### src/rtl/pec_pkg.sv
package pec_pkg;

  localparam int STACK_DEPTH = 64;
  localparam int PTR_W       = $clog2(STACK_DEPTH);
  localparam int COUNT_W     = $clog2(STACK_DEPTH + 1);
  localparam int DATA_W      = 32;
  localparam int SYM_W       = 8;
  localparam int ITER_W      = $clog2(DATA_W);
  localparam int OUT_W       = ((DATA_W + 3 + 7) / 8) * 8;

  localparam logic [SYM_W-1:0] CH_ZERO  = 8'h30;
  localparam logic [SYM_W-1:0] CH_NINE  = 8'h39;
  localparam logic [SYM_W-1:0] CH_UP_A  = 8'h41;
  localparam logic [SYM_W-1:0] CH_UP_Z  = 8'h5A;
  localparam logic [SYM_W-1:0] CH_LO_A  = 8'h61;
  localparam logic [SYM_W-1:0] CH_LO_Z  = 8'h7A;
  localparam logic [SYM_W-1:0] CH_PLUS  = 8'h2B;
  localparam logic [SYM_W-1:0] CH_MINUS = 8'h2D;
  localparam logic [SYM_W-1:0] CH_STAR  = 8'h2A;
  localparam logic [SYM_W-1:0] CH_SLASH = 8'h2F;
  localparam logic [SYM_W-1:0] CH_CARET = 8'h5E;

  localparam logic [DATA_W-1:0] INEXACT_VALUE = 32'hFFFE_7961;

  typedef enum logic [2:0] {
    ERR_NONE      = 3'd0,
    ERR_INEXACT   = 3'd1,
    ERR_DIVZERO   = 3'd2,
    ERR_UNDERFLOW = 3'd3,
    ERR_OVERFLOW  = 3'd4
  } err_t;

  typedef enum logic [2:0] {
    OP_ADD,
    OP_SUB,
    OP_MUL,
    OP_DIV,
    OP_POW
  } op_kind_t;

  typedef enum logic [3:0] {
    DP_NOP,
    DP_LOAD,
    DP_PUSH,
    DP_READ,
    DP_RESULT,
    DP_DIV_INIT,
    DP_DIV_STEP,
    DP_POW_INIT,
    DP_POW_STEP,
    DP_ERROR,
    DP_EMIT
  } dp_op_t;

  typedef enum logic [3:0] {
    S_IDLE,
    S_DECODE,
    S_EXEC,
    S_DIV,
    S_DIV_FIN,
    S_POW,
    S_END
  } state_t;

  typedef struct packed {
    dp_op_t op;
    err_t   err;
  } dp_cmd_t;

  typedef struct packed {
    logic     is_operand;
    logic     is_operator;
    op_kind_t op_kind;
    logic     err_set;
    logic     full;
    logic     below_two;
    logic     rhs_zero;
    logic     inexact;
    logic     exp_zero;
    logic     out_busy;
  } dp_stat_t;

  function automatic logic is_operand_char(input logic [SYM_W-1:0] ch);
    return (ch >= CH_ZERO && ch <= CH_NINE) || (ch >= CH_UP_A && ch <= CH_UP_Z) ||
           (ch >= CH_LO_A && ch <= CH_LO_Z);
  endfunction

endpackage

### src/rtl/pec_ctrl.sv
module pec_ctrl (
  input  logic              clk,
  input  logic              rst,
  input  logic              s_tvalid,
  output logic              s_tready,
  input  logic              s_tlast,
  input  pec_pkg::dp_stat_t stat,
  output pec_pkg::dp_cmd_t  cmd
);

  pec_pkg::state_t                 state, state_next;
  logic                            last_item, last_item_next;
  logic [pec_pkg::ITER_W-1:0]      step, step_next;
  pec_pkg::state_t                 done_state;

  always_ff @(posedge clk) begin
    if (rst) begin
      state     <= pec_pkg::S_IDLE;
      last_item <= 1'b0;
      step      <= '0;
    end else begin
      state     <= state_next;
      last_item <= last_item_next;
      step      <= step_next;
    end
  end

  assign done_state = last_item ? pec_pkg::S_END : pec_pkg::S_IDLE;

  always_comb begin
    state_next     = state;
    last_item_next = last_item;
    step_next      = step;
    cmd.op         = pec_pkg::DP_NOP;
    cmd.err        = pec_pkg::ERR_NONE;
    s_tready       = 1'b0;
    unique case (state)
      pec_pkg::S_IDLE: begin
        s_tready = 1'b1;
        if (s_tvalid) begin
          cmd.op         = pec_pkg::DP_LOAD;
          last_item_next = s_tlast;
          state_next     = pec_pkg::S_DECODE;
        end
      end
      pec_pkg::S_DECODE: begin
        state_next = done_state;
        if (!stat.err_set) begin
          if (stat.is_operand) begin
            if (stat.full) begin
              cmd.op  = pec_pkg::DP_ERROR;
              cmd.err = pec_pkg::ERR_OVERFLOW;
            end else begin
              cmd.op = pec_pkg::DP_PUSH;
            end
          end else if (stat.is_operator) begin
            if (stat.below_two) begin
              cmd.op  = pec_pkg::DP_ERROR;
              cmd.err = pec_pkg::ERR_UNDERFLOW;
            end else begin
              cmd.op     = pec_pkg::DP_READ;
              state_next = pec_pkg::S_EXEC;
            end
          end
        end
      end
      pec_pkg::S_EXEC: begin
        unique case (stat.op_kind)
          pec_pkg::OP_DIV: begin
            if (stat.rhs_zero) begin
              cmd.op     = pec_pkg::DP_ERROR;
              cmd.err    = pec_pkg::ERR_DIVZERO;
              state_next = done_state;
            end else begin
              cmd.op     = pec_pkg::DP_DIV_INIT;
              step_next  = '0;
              state_next = pec_pkg::S_DIV;
            end
          end
          pec_pkg::OP_POW: begin
            cmd.op     = pec_pkg::DP_POW_INIT;
            state_next = pec_pkg::S_POW;
          end
          default: begin
            cmd.op     = pec_pkg::DP_RESULT;
            state_next = done_state;
          end
        endcase
      end
      pec_pkg::S_DIV: begin
        cmd.op    = pec_pkg::DP_DIV_STEP;
        step_next = step + 1'b1;
        if (step == pec_pkg::ITER_W'(pec_pkg::DATA_W - 1)) begin
          state_next = pec_pkg::S_DIV_FIN;
        end
      end
      pec_pkg::S_DIV_FIN: begin
        state_next = done_state;
        if (stat.inexact) begin
          cmd.op  = pec_pkg::DP_ERROR;
          cmd.err = pec_pkg::ERR_INEXACT;
        end else begin
          cmd.op = pec_pkg::DP_RESULT;
        end
      end
      pec_pkg::S_POW: begin
        if (stat.exp_zero) begin
          cmd.op     = pec_pkg::DP_RESULT;
          state_next = done_state;
        end else begin
          cmd.op = pec_pkg::DP_POW_STEP;
        end
      end
      pec_pkg::S_END: begin
        if (!stat.out_busy) begin
          cmd.op     = pec_pkg::DP_EMIT;
          state_next = pec_pkg::S_IDLE;
        end
      end
      default: begin
        state_next = pec_pkg::S_IDLE;
      end
    endcase
  end

`ifndef ASSERT_OFF
  a_div_len: assert property (@(posedge clk) disable iff (rst)
    (state == pec_pkg::S_DIV_FIN) |-> ($past(state, 33) == pec_pkg::S_EXEC))
    else $error("divide did not run the full bit count");
  a_emit_only_last: assert property (@(posedge clk) disable iff (rst)
    (cmd.op == pec_pkg::DP_EMIT) |-> last_item)
    else $error("emit without end of expression");
  a_load_from_idle: assert property (@(posedge clk) disable iff (rst)
    (cmd.op == pec_pkg::DP_LOAD) |=> (state == pec_pkg::S_DECODE))
    else $error("load did not lead to decode");
`endif

endmodule

### config.mk
export PLATFORM = sky130hd
export DESIGN_NAME = pec_ctrl
export DESIGN_NICKNAME = d
export VERILOG_FILES = /design/src/rtl/pec_pkg.sv /design/src/rtl/pec_ctrl.sv
export SDC_FILE = /design/constraint.sdc
export NUM_CORES = 1
export LEC_CHECK = 0
export BUFFER_PORTS_ARGS = -buffer_cell sky130_fd_sc_hd__clkbuf_2
export CORE_UTILIZATION = 53
export CTS_BUF_LIST = sky130_fd_sc_hd__clkbuf_16
export DETAILED_ROUTE_END_ITERATION = 10
export HOLD_SLACK_MARGIN = 0.06
export PLACE_DENSITY = 0.82
export SYNTH_ARGS = -nofsm -noshare
export SYNTH_HDL_FRONTEND = slang
export SYNTH_SLANG_ARGS = --single-unit
export TNS_END_PERCENT = 1
### constraint.sdc
create_clock -name clk -period 2.2 [get_ports clk]
set_input_delay 0.22 -clock clk [delete_from_list [all_inputs] [get_ports clk]]
set_output_delay 0.22 -clock clk [all_outputs]
set_load 0.01 [all_outputs]
==> results of run 1 <==
[worst paths after layout]
check | end | slack [ns] | startpoint | cells past startpoint
worst max-delay path | cmd[6] | 0.23 | state[1]$_SDFFE_PP0P_ | 4
worst min-delay path | last_item$_SDFFE_PP0P_ | 0.27 | s_tlast | 3
worst max register to register | state[1]$_SDFFE_PP0P_ | 0.52 | state[1]$_SDFFE_PP0P_ | 4
worst min register to register | step[4]$_SDFFE_PP0P_ | 0.49 | step[4]$_SDFFE_PP0P_ | 2
[kinds of logic (layout without fill, tap and decap cells)]
kind of cell,count (synthesis),count (layout)
AND/OR/NAND/NOR,54,54
flip-flops,9,9
buffers and inverters,11,33
adder cells (fa/ha/maj),2,2
multiplexers,1,1
XOR/XNOR,2,2
AO/OA/AOI/OAI,29,29
[metal layers]
layer  global-route usage, %  up-vias
met5                       0        -
met4                       0        0
met3                    10.0        0
met2                    34.5       31
met1                    41.8      421
li1                        -      452
[area by class of cell]
cell class	count	area share, %
tap	15	1.92
clock buffer	3	7.69
inverter	5	1.92
timing repair buffer	24	12.6
multi-input combinational	88	56.9
sequential	9	18.6
clock inverter	1	0.385
[per-stage QoR]
step	hold slack, ns	worst slack (ns)	std cells
3_3_place_gp	0.468	0.473	141
2_1_floorplan	0.368	0.748	108
3_5_place_dp	0.479	0.413	141
6_report	0.267	0.231	145
4_1_cts	0.263	0.166	145
5_1_grt	0.283	0.0869	145
[state kept, by name, summed over array words and instances, names as in the netlist]
name and count:
last_item 1, step 5, state 3
[worst reg2reg max path, delay by kind of cell (launching register included)]
family	cells	cell delay, ns
flops	1	0.62
compound gates	3	0.51
simple gates	1	0.48
[placed cells by master, fill, tap and decap left out, types with 2 or more instances in the layout]
cell type	instances
nand2_1	10
nor4b_1	2
clkbuf_2	23
and3_1	3
o311ai_0	2
nor3_1	4
clkbuf_16	3
and3b_1	3
nor2b_1	2
o21ai_0	9
nor2_1	9
nand2b_1	2
nor3b_1	7
ha_1	2
inv_1	6
o22ai_1	3
dfxtp_1	8
xor2_1	2
nand4_1	2
a21oi_1	7
nand3_1	3
[power groups by stage]
stage / sequential (uW) / combinational (uW) / clock [uW]
4_1_cts: 176 / 66.1 / 314
5_1_grt: 178 / 74.4 / 322
3_5_place_dp: 179 / 65.4 / 0
6_report: 177 / 66.8 / 312
3_3_place_gp: 178 / 65.1 / 0
2_1_floorplan: 172 / 43.4 / 0
==> reports/metrics.cfg, run 1 <==
[floorplanning]
rows = 13
chipHeight_um = 40.4
start_util_pct = 58.6
core_um2 = 1330
die-area_um2 = 1630
pin_count = 24
die_w_um = 40.4

[clock_network]
clockBufferDepth = 2
clk_latency_ns = 0.23
path_clk_slew_ns = 0.04
cts.htree.levels = 1
clock_sinks = 9
cts_root_buf = clkbuf_16
cts_hold_buffers = 0
cts_tree = built
post_cts_resized = 0
cts_inserted_buffers = 3
postCtsSetupBuffers = 0

[synth]
synthMostInstantiatedCell = nand2_1
synth-simple-area-share_pct = 40.5
yosys.area.top_type_share_pct = 23.0
synth_compound_area_share_pct = 23.8
syn_area_per_cell_um2 = 7.24
synth_area_um2 = 782
muxShareOfSynthArea_pct = 1.28
ys_top_cells_by_area = dfxtp_1 23%, nor3b_1 6.7%, o21ai_0 5.8%
synth-edff-count = 0
ys_warn_count = 0
synth.largest_area_cell = dfxtp_1
yosys.area_share.adder_pct = 3.20
synthTopCellsByCount = 10 x nand2_1, 9 x dfxtp_1, 9 x nor2_1, 9 x o21ai_0
ys.flop_type = dfxtp_1
postSynthCellCount = 108
synth_top_family_by_area = simple AND/OR/NAND/NOR gates
ys_seq_area_share_pct = 23.0
synth_cell_types = 38
synth_fp_nets = 126
synth-xor-area-share_pct = 2.24
ys_ff_latch = 9
synth-async-reset-ratio_pct = 0

[global_route]
antenna_found_initial = 0
grt_pass1_vias = 651
grt_overflow = 0
gr-usage-all-layers_pct = 26.4
grt_pass1_wl_um = 2930
grt_max_degree = 22

[detailed_routing]
drc_errors = 0
vias_per_cell = 6.23
first_pass_iters = 4
drt-met1-wl_um = 914
wl_met3_um = 141
wl_met2_um = 877
vias = 904
wl_um = 1930
dr.max_layer_used = met3
antenna_left = 0
drt-initial-drc-count = 37
avgRoutedWirePerCell_um = 13.3

[power_and_ir_drop]
p_per_area_nw_per_um2 = 569
power.internal_uw = 435
power.share.sequential_pct = 31.9
p_leak_uw = 0.000412
p_switching_uw = 120
switching_share_pct = 21.6
peakVddDrop_v = 0.000563
p_total_uw = 555
clock_power_share_pct = 56.1
power_frac_comb_pct = 12.0

[finish]
final_util_pct = 73.2
area.sequential_um2 = 181
fill_cells = 107
drive_gt1_share_pct = 23.1
n_antenna_cell = 0
design_area_um2 = 976
final_nets = 149
multiInputGateArea_um2 = 556
syn_to_final_growth_pct = 24.8

[setup_path]
cp.arrival_ns = 1.75
cp_slowest_stage_delay_ns = 0.62
worstPathMaxFanout = 17
criticalPathCategory = flip-flop to output port
crit_chain = inv_1, a41oi_1, o2111ai_1, clkbuf_2
crit_family = flip-flops
start_kind = flip-flop
crit_buf_inv = 2
end_kind = output port
crit_slowest_cell = dfxtp_1
worst_ep_required_time_ns = 1.98

[sta]
max_slew_margin_pct = 62.2
finalHoldViolations = 0
skew_ns = 0.00166
worstMarginPinSlew_ns = 0.566
max_freq_mhz = 508
fin_crit_ns = 1.97
final-setup-viol-count = 0
finalMaxSlewViolations = 0
rsz0062_at_grt = false
tns_ns = 0
fin_crit_sh_pct = 89.5

[place]
dpl_cell_area_um2 = 896
dp_hpwl_um = 1430
portBuffers = 23
gp_congestion = 0.879

[job]
drv_cap = 0

[hold_path]
hold_class = primary input to flip-flop

[outcome]
outcome = completed

(Power assumes the default switching activity.)
==> inputs of run 2 (changes only) <==
RECOVER_POWER = 25   (was not set)
==> run 2 against run 1 <==
Compared with the run above: sequential cell count unchanged; count of clock-buffer cells in the layout unchanged; cell area down 0.38%; sequential share of layout area up 0.072 points; clock skew about the same; combinational power down 0.7%; total power down 0.13%; fmax up 0.77%; worst hold slack better by 0.0022 ns; core utilization down 0.28 points; worst setup slack better by 0.015 ns; register-to-register slack worse by 0.03 ns; largest power group unchanged.
==> reports/metrics.cfg, run 2 (synthesized netlist as in run 1, its figures left out) <==
[setup_path]
start_kind = flip-flop
cp_slowest_stage_delay_ns = 0.61  ; about the same
worst_ep_required_time_ns = 1.98  ; about the same
crit_slowest_cell = dfxtp_1
crit_buf_inv = 2  ; unchanged
criticalPathCategory = flip-flop to output port
cp.arrival_ns = 1.73  ; -0.02 ns
end_kind = output port
crit_chain = inv_1, a41oi_1, o2111ai_1, clkbuf_2
crit_family = flip-flops
worstPathMaxFanout = 17  ; unchanged

[detailed_routing]
antenna_left = 0  ; unchanged
avgRoutedWirePerCell_um = 13.3  ; -0.52%
vias_per_cell = 6.13  ; -1.7%
drc_errors = 0  ; unchanged
drt-initial-drc-count = 37  ; unchanged
vias = 889  ; -1.7%
wl_um = 1920  ; -0.52%
first_pass_iters = 4  ; unchanged

[global_route]
grt_pass1_vias = 651  ; unchanged
grt_overflow = 0  ; unchanged
grt_max_degree = 22  ; unchanged
gr-usage-all-layers_pct = 26.4  ; unchanged
antenna_found_initial = 0  ; unchanged
grt_pass1_wl_um = 2930  ; unchanged

[finish]
n_antenna_cell = 0  ; unchanged
drive_gt1_share_pct = 21.5  ; -1.5 points
fill_cells = 109  ; +1.9%
regMostFlops = step
layout_common_cells = 22 x clkbuf_2, 10 x nand2_1, 9 x o21ai_0, 9 x nor2_1, 8 x dfxtp_1
layout_commonest_cell = clkbuf_2
largest_reg_flops = 5  ; unchanged
design_area_um2 = 972  ; -0.38%
syn_to_final_growth_pct = 24.3
final_nets = 149  ; unchanged
largestRegisters = step x5, state x3, last_item x1
final_util_pct = 72.9  ; -0.28 points

[power_and_ir_drop]
p_leak_uw = 0.000407  ; -1.4%
peakVddDrop_v = 0.000562  ; -0.14%
power_frac_comb_pct = 12.0  ; about the same
p_switching_uw = 120  ; about the same
p_per_area_nw_per_um2 = 571  ; +0.26%
clock_power_share_pct = 56.2  ; about the same
power.internal_uw = 435  ; -0.14%
p_total_uw = 555  ; -0.13%
power.share.sequential_pct = 31.9  ; about the same
switching_share_pct = 21.6  ; about the same

[floorplanning]
die_w_um = 40.4  ; unchanged
pin_count = 24  ; unchanged
core_um2 = 1330  ; unchanged
chipHeight_um = 40.4  ; unchanged
start_util_pct = 58.6  ; unchanged
die-area_um2 = 1630  ; unchanged
rows = 13  ; unchanged

[outcome]
outcome = completed

[sta]
worstMarginPinSlew_ns = 0.563  ; -0.00259 ns
skew_ns = 0.00167  ; +0.00000601 ns
final-setup-viol-count = 0  ; unchanged
max_freq_mhz = 512  ; +0.77%
setup_ws_ns = 0.246  ; +0.0151 ns
finalMaxSlewViolations = 0  ; unchanged
rsz0062_at_grt = false
max_slew_margin_pct = 62.4  ; +0.17 points
fin_crit_sh_pct = 88.8  ; -0.69 points
fin_crit_ns = 1.95  ; -0.0151 ns
tns_ns = 0  ; unchanged
finalHoldViolations = 0  ; unchanged

[clock_network]
cts.htree.levels = 1  ; unchanged
clock_sinks = 9  ; unchanged
clockBufferDepth = 2  ; unchanged
cts_inserted_buffers = 3  ; unchanged
cts_tree = built
path_clk_slew_ns = 0.04  ; about the same
clk_latency_ns = 0.23  ; about the same
cts_hold_buffers = 0  ; unchanged
cts_root_buf = clkbuf_16
postCtsSetupBuffers = 0  ; unchanged

[job]
drv_cap = 0  ; unchanged

[place]
dp_hpwl_um = 1430  ; unchanged
place_ws_ns = 0.413  ; unchanged
gp_congestion = 0.879  ; unchanged
dpl_cell_area_um2 = 896  ; unchanged
portBuffers = 23  ; unchanged

[hold_path]
hold_class = primary input to flip-flop

## run 2: repair_timing
item	4_1_cts	5_1_grt
endpoints found under the setup margin	0	3
gates resized for setup	0	1
endpoints found under the hold margin	0	0
## run 2: cell type report
| cell class | count | area (um^2) | area share (%) |
|---|---|---|---|
| clock inverter | 1 | 3.75 | 0.386 |
| tap | 15 | 18.8 | 1.93 |
| multi-input combinational | 88 | 553 | 56.9 |
| timing repair buffer | 24 | 121 | 12.5 |
| sequential | 9 | 181 | 18.7 |
| inverter | 5 | 18.8 | 1.93 |
| clock buffer | 3 | 75.1 | 7.72 |
## run 2: worst paths after layout
path | from | end | slack [ns] | depth (start not counted)
max | state[1]$_SDFFE_PP0P_ | cmd[6] | 0.25 | 4
min | s_tlast | last_item$_SDFFE_PP0P_ | 0.27 | 3
max reg2reg | state[1]$_SDFFE_PP0P_ | state[1]$_SDFFE_PP0P_ | 0.49 | 4
min reg2reg | step[4]$_SDFFE_PP0P_ | step[4]$_SDFFE_PP0P_ | 0.49 | 2
## run 2: worst min-delay path, stage by stage
cell	delay, ns
clkbuf_2	0.09
nand3_1	0.07
a21oi_1	0.07
## run 2: power by group through the flow
| stage | Clock, uW | Combinational [uW] | Sequential [uW] |
|---|---|---|---|
| final | 312 | 66.3 | 177 |
| after global routing | 322 | 73.7 | 178 |
| after CTS | 314 | 66.1 | 176 |
| after detailed placement | 0 | 65.4 | 179 |
| after global placement | 0 | 65.1 | 178 |
| after floorplan | 0 | 43.4 | 172 |
## run 2: layer usage
metal	GRT usage, %	wire length, um
met5	0	0
met1	41.8	893
met2	34.5	871
met3	10.0	158
met4	0	0
## run 2: per-stage QoR
step                      instances  hold slack [ns]
after floorplan                 108            0.368
after global placement          141            0.468
after detailed placement        141            0.479
after CTS                       145            0.263
after global routing            145            0.283
final                           145            0.269
==> inputs of run 3 (changes only) <==
PLACE_DENSITY = 0.86   (was 0.82)
==> run 3 against run 2 <==
Compared with the run above: worst setup slack worse by 0.091 ns; core utilization down 0.19 points; largest power group unchanged; die area unchanged.
==> reports/metrics.cfg, run 3 (synthesized netlist as in run 1, its figures left out) <==
[outcome]
outcome = completed

[floorplanning]
start_util_pct = 58.6  ; unchanged
die_w_um = 40.4  ; unchanged
pin_count = 24  ; unchanged
rows = 13  ; unchanged
chipHeight_um = 40.4  ; unchanged
die-area_um2 = 1630  ; unchanged
core_um2 = 1330  ; unchanged

[power_and_ir_drop]
p_switching_uw = 123  ; +2.5%
peakVddDrop_v = 0.000460  ; -18%
power.share.sequential_pct = 31.7  ; -0.2 points
power_frac_comb_pct = 12.2  ; +0.2 points
p_per_area_nw_per_um2 = 575  ; +0.86%
switching_share_pct = 22.0  ; +0.41 points
p_leak_uw = 0.000405  ; -0.39%
clock_power_share_pct = 56.1  ; about the same
power.internal_uw = 435  ; about the same

[sta]
max_freq_mhz = 489  ; -4.5%
finalMaxSlewViolations = 0  ; unchanged
worstMarginPinSlew_ns = 0.667  ; +0.104 ns
final-setup-viol-count = 0  ; unchanged
fin_crit_sh_pct = 92.9  ; +4.1 points
tns_ns = 0  ; unchanged
fin_crit_ns = 2.04  ; +0.0911 ns
hold-worst-slack_ns = 0.232  ; -0.0377 ns
finalHoldViolations = 0  ; unchanged
rsz0062_at_grt = false
setup_ws_ns = 0.155  ; -0.0911 ns
max_slew_margin_pct = 55.5  ; -6.9 points
skew_ns = 0.00264  ; +0.000967 ns

[finish]
area.sequential_um2 = 181  ; unchanged
largestRegisters = step x5, state x3, last_item x1
stdcell_count = 145  ; unchanged
multiInputGateArea_um2 = 553  ; unchanged
layout_commonest_cell = clkbuf_2
n_antenna_cell = 0  ; unchanged
syn_to_final_growth_pct = 24.0
final_nets = 149  ; unchanged
largest_reg_flops = 5  ; unchanged
final_util_pct = 72.7  ; -0.19 points
drive_gt1_share_pct = 21.5  ; unchanged
layout_common_cells = 23 x clkbuf_2, 10 x nand2_1, 9 x o21ai_0, 9 x nor2_1, 8 x dfxtp_1
fill_cells = 119  ; +9.2%
regMostFlops = step

[global_route]
antenna_found_initial = 0  ; unchanged
grt_pass1_vias = 751  ; +15%
grt_pass1_wl_um = 3330  ; +14%
grt_max_degree = 22  ; unchanged
gr-usage-all-layers_pct = 30.7  ; +4.3 points
grt_overflow = 0  ; unchanged

[detailed_routing]
avgRoutedWirePerCell_um = 14.4  ; +8.6%
drc_errors = 0  ; unchanged
first_pass_iters = 4  ; unchanged
wl_um = 2090  ; +8.6%
drt-initial-drc-count = 43  ; +16%
vias_per_cell = 6.43  ; +4.9%
antenna_left = 0  ; unchanged
vias = 933  ; +4.9%

[clock_network]
clk_latency_ns = 0.23  ; about the same
cts.htree.levels = 1  ; unchanged
cts_inserted_buffers = 3  ; unchanged
cts_root_buf = clkbuf_16
clockBufferDepth = 2  ; unchanged
clock_sinks = 9  ; unchanged
cts_tree = built
path_clk_slew_ns = 0.04  ; about the same

[setup_path]
r2r_slack_ns = 0.34  ; -0.15 ns
start_kind = flip-flop
worst_ep_required_time_ns = 1.98  ; about the same
cp_slowest_stage_delay_ns = 0.45  ; -0.16 ns
end_kind = output port
cp.arrival_ns = 1.82  ; +0.09 ns
crit_slowest_cell = nor3_1
crit_chain = clkbuf_1, nor3_1, nand2_1, nand4b_1, clkbuf_2
criticalPathCategory = flip-flop to output port
worstPathMaxFanout = 14  ; -3

[hold_path]
hold_class = primary input to flip-flop

[place]
place_ws_ns = 0.380  ; -0.0325 ns
dp_cells = 141  ; unchanged
gp_congestion = 0.944  ; +7.4%
portBuffers = 23  ; unchanged
dp_hpwl_um = 1540  ; +7.7%

[job]
drv_cap = 0  ; unchanged

-- run 3: cell count changes in the layout (fill, tap and decap cells not counted) --
cell      previous run  this run
clkbuf_2            22        23
buf_4                1         0
-- run 3: cell type report --
cell class,instances,area share [%]
multi-input cells,88,57.0
well taps,15,1.94
flip-flops and latches,9,18.7
inverters,5,1.94
repair buffers,24,12.3
clock inverters,1,0.387
clock buffers,3,7.74
-- run 3: final timing paths --
path              cells after the start                  start                endpoint
setup / recovery                      5  state[2]$_SDFFE_PP0P_                  cmd[3]
hold reg to reg                       2   step[1]$_SDFFE_PP0P_    step[1]$_SDFFE_PP0P_
setup reg to reg                      5  state[2]$_SDFFE_PP0P_   state[1]$_SDFFE_PP0P_
hold / removal                        3                s_tlast  last_item$_SDFFE_PP0P_
-- run 3: worst max-delay path: cells and delay by family (launching register included) --
| kind | cells | cell delay [ns] |
|---|---|---|
| buf+inv | 2 | 0.39 |
| flops | 1 | 0.44 |
| simple gates | 3 | 0.76 |
-- run 3: what timing repair did --
item / in CTS / in global routing
setup buffers: 0 / 0
hold buffers: 0 / 0
endpoints found under the setup margin: 0 / 4
gates resized for setup: 0 / 1
-- run 3: per-stage QoR --
step	area, um^2	total power [uW]
floorplan	782	215
global placement	896	243
detailed placement	896	246
CTS	975	564
global route	970	585
finish	970	558
-- run 3: power groups by stage --
stage	logic (uW)	registers (uW)	clock network (uW)
after floorplan	43.4	172	0
after global placement	63.8	179	0
after detailed placement	66.9	179	0
after CTS	67.8	176	320
after global routing	74.6	178	332
final	67.9	177	313
-- run 3: routing by layer --
layer	share of wire, %	wire (um)	global-route usage (%)	vias to the layer above
li1	-	-	-	447
met1	41	846	39.7	439
met2	51	1070	50.0	45
met3	7.7	161	10.0	2
met4	0.29	6	5.00	0
met5	0	0	0	-
